==> src/hw/rtl/gsm_pkg.sv <==
package gsm_pkg;

  // sizes of the pool
  localparam int unsigned SLOTS     = 256;
  localparam int unsigned SLOT_BITS = $clog2(SLOTS);
  localparam int unsigned CNT_BITS  = $clog2(SLOTS + 1);
  localparam int unsigned ID_BITS   = 16;
  localparam int unsigned ID_COUNT  = 1 << ID_BITS;
  localparam int unsigned GEN_BITS  = 16;
  localparam int unsigned CAP_BITS  = 9;

  localparam logic [CAP_BITS-1:0] CAP_RESET = CAP_BITS'(256);

  // command codes
  localparam logic [1:0] CMD_CREATE = 2'd0;
  localparam logic [1:0] CMD_REMOVE = 2'd1;
  localparam logic [1:0] CMD_LOOKUP = 2'd2;

  // status codes
  localparam logic [2:0] ST_OK       = 3'd0;
  localparam logic [2:0] ST_FULL     = 3'd1;
  localparam logic [2:0] ST_INUSE    = 3'd2;
  localparam logic [2:0] ST_UNMAPPED = 3'd3;
  localparam logic [2:0] ST_STALE    = 3'd4;

  typedef struct packed {
    logic [1:0]  cmd;
    logic [15:0] object_id;
    logic [15:0] query_generation;
  } in_t;

  typedef struct packed {
    logic [2:0]  status;
    logic [7:0]  slot_index;
    logic [15:0] assigned_id;
    logic [15:0] slot_generation_out;
    logic        move_valid;
    logic [7:0]  move_from;
    logic [7:0]  move_to;
    logic [8:0]  active_count;
  } out_t;

  // commands from the controller to the datapath
  typedef struct packed {
    logic load;   // take the input beat and issue the first reads
    logic read;   // issue the reads at the mapped slot
    logic exec;   // decide, write the tables and load the result
  } ctrl_t;

endpackage

==> src/hw/rtl/gsm_ctrl.sv <==
module gsm_ctrl (
  input  logic          clk_i,
  input  logic          rst_ni,
  input  logic          in_valid_i,
  output logic          in_ready_o,
  output logic          out_valid_o,
  input  logic          out_ready_i,
  output gsm_pkg::ctrl_t ctrl_o
);
  import gsm_pkg::*;

  typedef enum logic [2:0] {
    ST_IDLE = 3'b001,
    ST_READ = 3'b010,
    ST_EXEC = 3'b100
  } state_e;

  state_e st_q, st_d;
  logic   out_valid_q, out_valid_d;
  logic   accept, do_exec;

  // handshake decode
  assign in_ready_o  = (st_q == ST_IDLE);
  assign accept      = in_valid_i && in_ready_o;
  assign do_exec     = (st_q == ST_EXEC) && (!out_valid_q || out_ready_i);
  assign out_valid_o = out_valid_q;

  assign ctrl_o.load = accept;
  assign ctrl_o.read = (st_q == ST_READ);
  assign ctrl_o.exec = do_exec;

  // next state
  always_comb begin
    st_d = st_q;
    unique case (st_q)
      ST_IDLE: if (accept) st_d = ST_READ;
      ST_READ: st_d = ST_EXEC;
      ST_EXEC: if (do_exec) st_d = ST_IDLE;
      default: st_d = ST_IDLE;
    endcase
  end

  // result beat occupancy
  always_comb begin
    out_valid_d = out_valid_q;
    priority if (do_exec) begin
      out_valid_d = 1'b1;
    end else if (out_ready_i) begin
      out_valid_d = 1'b0;
    end
  end

  always_ff @(posedge clk_i or negedge rst_ni) begin
    if (!rst_ni) begin
      st_q        <= ST_IDLE;
      out_valid_q <= 1'b0;
    end else begin
      st_q        <= st_d;
      out_valid_q <= out_valid_d;
    end
  end

  // sequencing checks
  a_accept_to_read: assert property (@(posedge clk_i) disable iff (!rst_ni)
    accept |=> st_q == ST_READ) else $error("accepted beat did not start reads");

  a_read_to_exec: assert property (@(posedge clk_i) disable iff (!rst_ni)
    st_q == ST_READ |=> st_q == ST_EXEC) else $error("read phase not followed by exec");

  a_result_from_exec: assert property (@(posedge clk_i) disable iff (!rst_ni)
    $rose(out_valid_o) |-> $past(st_q == ST_EXEC)) else $error("result without exec");

  a_no_overwrite: assert property (@(posedge clk_i) disable iff (!rst_ni)
    (out_valid_q && !out_ready_i && st_q == ST_EXEC) |=> st_q == ST_EXEC)
    else $error("pending result overwritten");

endmodule

==> config.mk <==
export PLATFORM = sky130hd
export DESIGN_NAME = gsm_ctrl
export DESIGN_NICKNAME = d
export VERILOG_FILES = /design/src/hw/rtl/gsm_pkg.sv /design/src/hw/rtl/gsm_ctrl.sv
export SDC_FILE = /design/constraint.sdc
export NUM_CORES = 1
export LEC_CHECK = 0
export ABC_AREA = 1
export BUFFER_PORTS_ARGS = -buffer_cell sky130_fd_sc_hd__buf_2
export CAP_MARGIN = 20
export CORE_AREA = 3 3 40 42
export CTS_BUF_LIST = sky130_fd_sc_hd__clkbuf_8
export DETAILED_ROUTE_END_ITERATION = 8
export DIE_AREA = 0 0 43 45
export PLACE_DENSITY = 0.32
export SETUP_SLACK_MARGIN = 0.15
export SYNTH_ARGS = -nofsm -noshare
export SYNTH_HDL_FRONTEND = slang
export SYNTH_SLANG_ARGS = --single-unit
==> constraint.sdc <==
create_clock -name clk_i -period 3.2 [get_ports clk_i]
set_input_delay 0.64 -clock clk_i [delete_from_list [all_inputs] [get_ports clk_i]]
set_output_delay 0.64 -clock clk_i [all_outputs]
set_load 0.01 [all_outputs]
==> flow_summary.yaml <==
timing:
  fin_skew_ns: 0.00887
  hold_viol_final: 0
  maxSlewHeadroom: 0.907
  rsz0062_at_grt: "false"
  layout_setup_ws_ns: 1.38
  slew_violations: 0
  period_needed_ns: 1.82
  period_share: 0.569
  setup_viol_count_final: 0
  worst_pin_slew_ns: 0.138
  setup_tns_ns: 0
  max_freq_ghz: 0.549
place:
  place_ws_ns: 1.49
  gp_congestion: 0.613
  dp_hpwl_um: 360
  portBuffers: 8
route:
  drt_wl_total_um: 469
  drtIter0Drc: 2
  vias: 184
  drtPass1Iterations: 2
  routedWlPerCell_um: 9.02
  route.detailed.drc: 0
  viasPerCell: 3.54
  postRouteAntennaNets: 0
floorplanning:
  die-area_um2: 1940
  coreArea_um2: 1280
  die_x_um: 43
  floorplan.initialDensity: 0.168
  die_y_um: 45
  io_pins: 9
  rows: 13
global_route:
  grt_pass1_vias: 210
  grt_usage: 0.0601
  grt_overflow: 0
  antenna_found_initial: 0
  grt_max_degree: 5
  grt_first_pass_wirelength_um: 793
layout:
  antennaDiodeCount: 0
  nets: 42
  final_cell_mix: "8 x buf_2, 5 x inv_1, 5 x nor2_1"
  final_common_cell: "buf_2"
  layout-drive-gt1-share: 0.459
  fill_cells: 160
  area_growth_syn_to_layout_pct: 37.6
yosys:
  synth-seq-area-share: 0.468
  yosys.cell_types.count: 12
  avgSynthCellArea_um2: 7.73
  synthCells: 28
  ys_warn_count: 0
  synth_fp_nets: 32
  synth-seq-cells: 4
  synth_area_um2: 216
worst_setup_path:
  cp-startpoint: "st_q[0]$_DFFE_PN1P_"
  critical_path.max_fanout: 4
  worst_path_largest_cell_delay_ns: 0.52
  r2r_start: "st_q[0]$_DFFE_PN1P_"
  critPathCaptureType: "output pin"
  cp.arrival_ns: 1.18
  slowest_stage: "dfstp_2"
  cp.required_ns: 2.56
  critical_path.startpoint_type: "register"
  r2r_slack_ns: 2.23
  crit_type: "register to output pin"
  path_cells: "inv_1 -> nor2_2 -> nand2_2 -> nor2_1 -> buf_2"
cts:
  cts_buffers: 3
  clockBufferDepth: 2
  cts.sinks: 4
  post_cts_buffers: 0
  root_buffer: "clkbuf_8"
  h-tree-depth: 1
  cts-resized-gates: 0
  cts_hold_buf: 0
  insertion_delay_ns: 0.22
  cts_tree: "yes"
  path_clk_slew_ns: 0.04
power_and_ir_drop:
  pwr_density_cell_nw_per_um2: 986
  leakagePower_nw: 0.179
  peakVddDrop_mv: 0.330
outcome:
  status: "finished, final reports clean"
run:
  maxCapViolations: 0
worst_hold_path:
  worstHoldPathType: "primary input to async pin"
kinds of logic (layout without fill, tap and decap cells):
group | after synthesis | in the layout | synth area share
AO/OA/AOI/OAI | 1 | 1 | 0.0231
buffers and inverters | 9 | 18 | 0.214
flip-flops | 4 | 4 | 0.468
AND/OR/NAND/NOR | 14 | 14 | 0.295
layer usage:
layer / global-route usage / wire length [um] / up-vias / part of all wire
li1: - / - / 96 / -
met1: 0.0508 / 178 / 77 / 0.38
met2: 0.0898 / 222 / 11 / 0.47
met3: 0.0478 / 68 / 0 / 0.14
met4: 0.0542 / 0 / 0 / 0
met5: 0 / 0 / - / 0
synthesized netlist by cell type:
master	number	area (um^2)
nor2_1	5	18.8
inv_1	4	15.0
buf_4	3	22.5
dfrtp_1	3	75.1
nand2_1	3	11.3
nand3_1	3	15.0
nand2_2	2	12.5
clkinv_2	1	5.00
dfstp_2	1	26.3
inv_2	1	3.75
nor2_2	1	6.26
o21ai_0	1	5.00
registers in the layout (all words and copies together) (netlist names):
signal       cells
st_q             3
out_valid_o      1
metrics by stage:
| stage | instance area (um^2) | util | hold slack, ns | instances | power, mW |
|---|---|---|---|---|---|
| 6_report | 298 | 0.232 | 0.216 | 52 | 0.294 |
| 5_1_grt | 298 | 0.232 | 0.219 | 52 | 0.321 |
| 4_1_cts | 298 | 0.232 | 0.210 | 52 | 0.302 |
| 3_5_place_dp | 253 | 0.197 | 0.446 | 48 | 0.187 |
| 3_3_place_gp | 253 | 0.197 | 0.444 | 48 | 0.185 |
| 2_1_floorplan | 216 | - | 0.344 | 28 | 0.163 |
path summary, 6_finish.rpt:
path / endpoint / depth (start not counted)
max: ctrl_o[2] / 5
min: out_valid_o$_DFFE_PN0P_ / 1
max reg2reg: st_q[0]$_DFFE_PN1P_ / 5
min reg2reg: out_valid_o$_DFFE_PN0P_ / 2
max in group asynchronous: st_q[0]$_DFFE_PN1P_ / 1
min in group clk_i: out_valid_o$_DFFE_PN0P_ / 2
area by class of cell:
type                    instances  area, um^2  share of cell area
inverters                       6        23.8              0.0798
flip-flops and latches          4         101               0.340
repair buffers                  8        40.0               0.134
multi-input cells              15        68.8               0.231
well taps                      15        18.8              0.0630
clock inverters                 1        3.75              0.0126
clock buffers                   3        41.3               0.139
critical path: cells and delay by family (launching register included):
family	cells	cell delay, ns
AND/OR/NAND/NOR	3	0.27
flip-flops	1	0.52
buffers and inverters	2	0.18
report_power, final:
part / internal, mW / switching (mW) / total (mW)
Sequential: 0.0723 / 0.0117 / 0.0840
Clock: 0.0819 / 0.0272 / 0.109
Combinational: 0.0370 / 0.0635 / 0.101
Power figures use the tool's default switching activity.
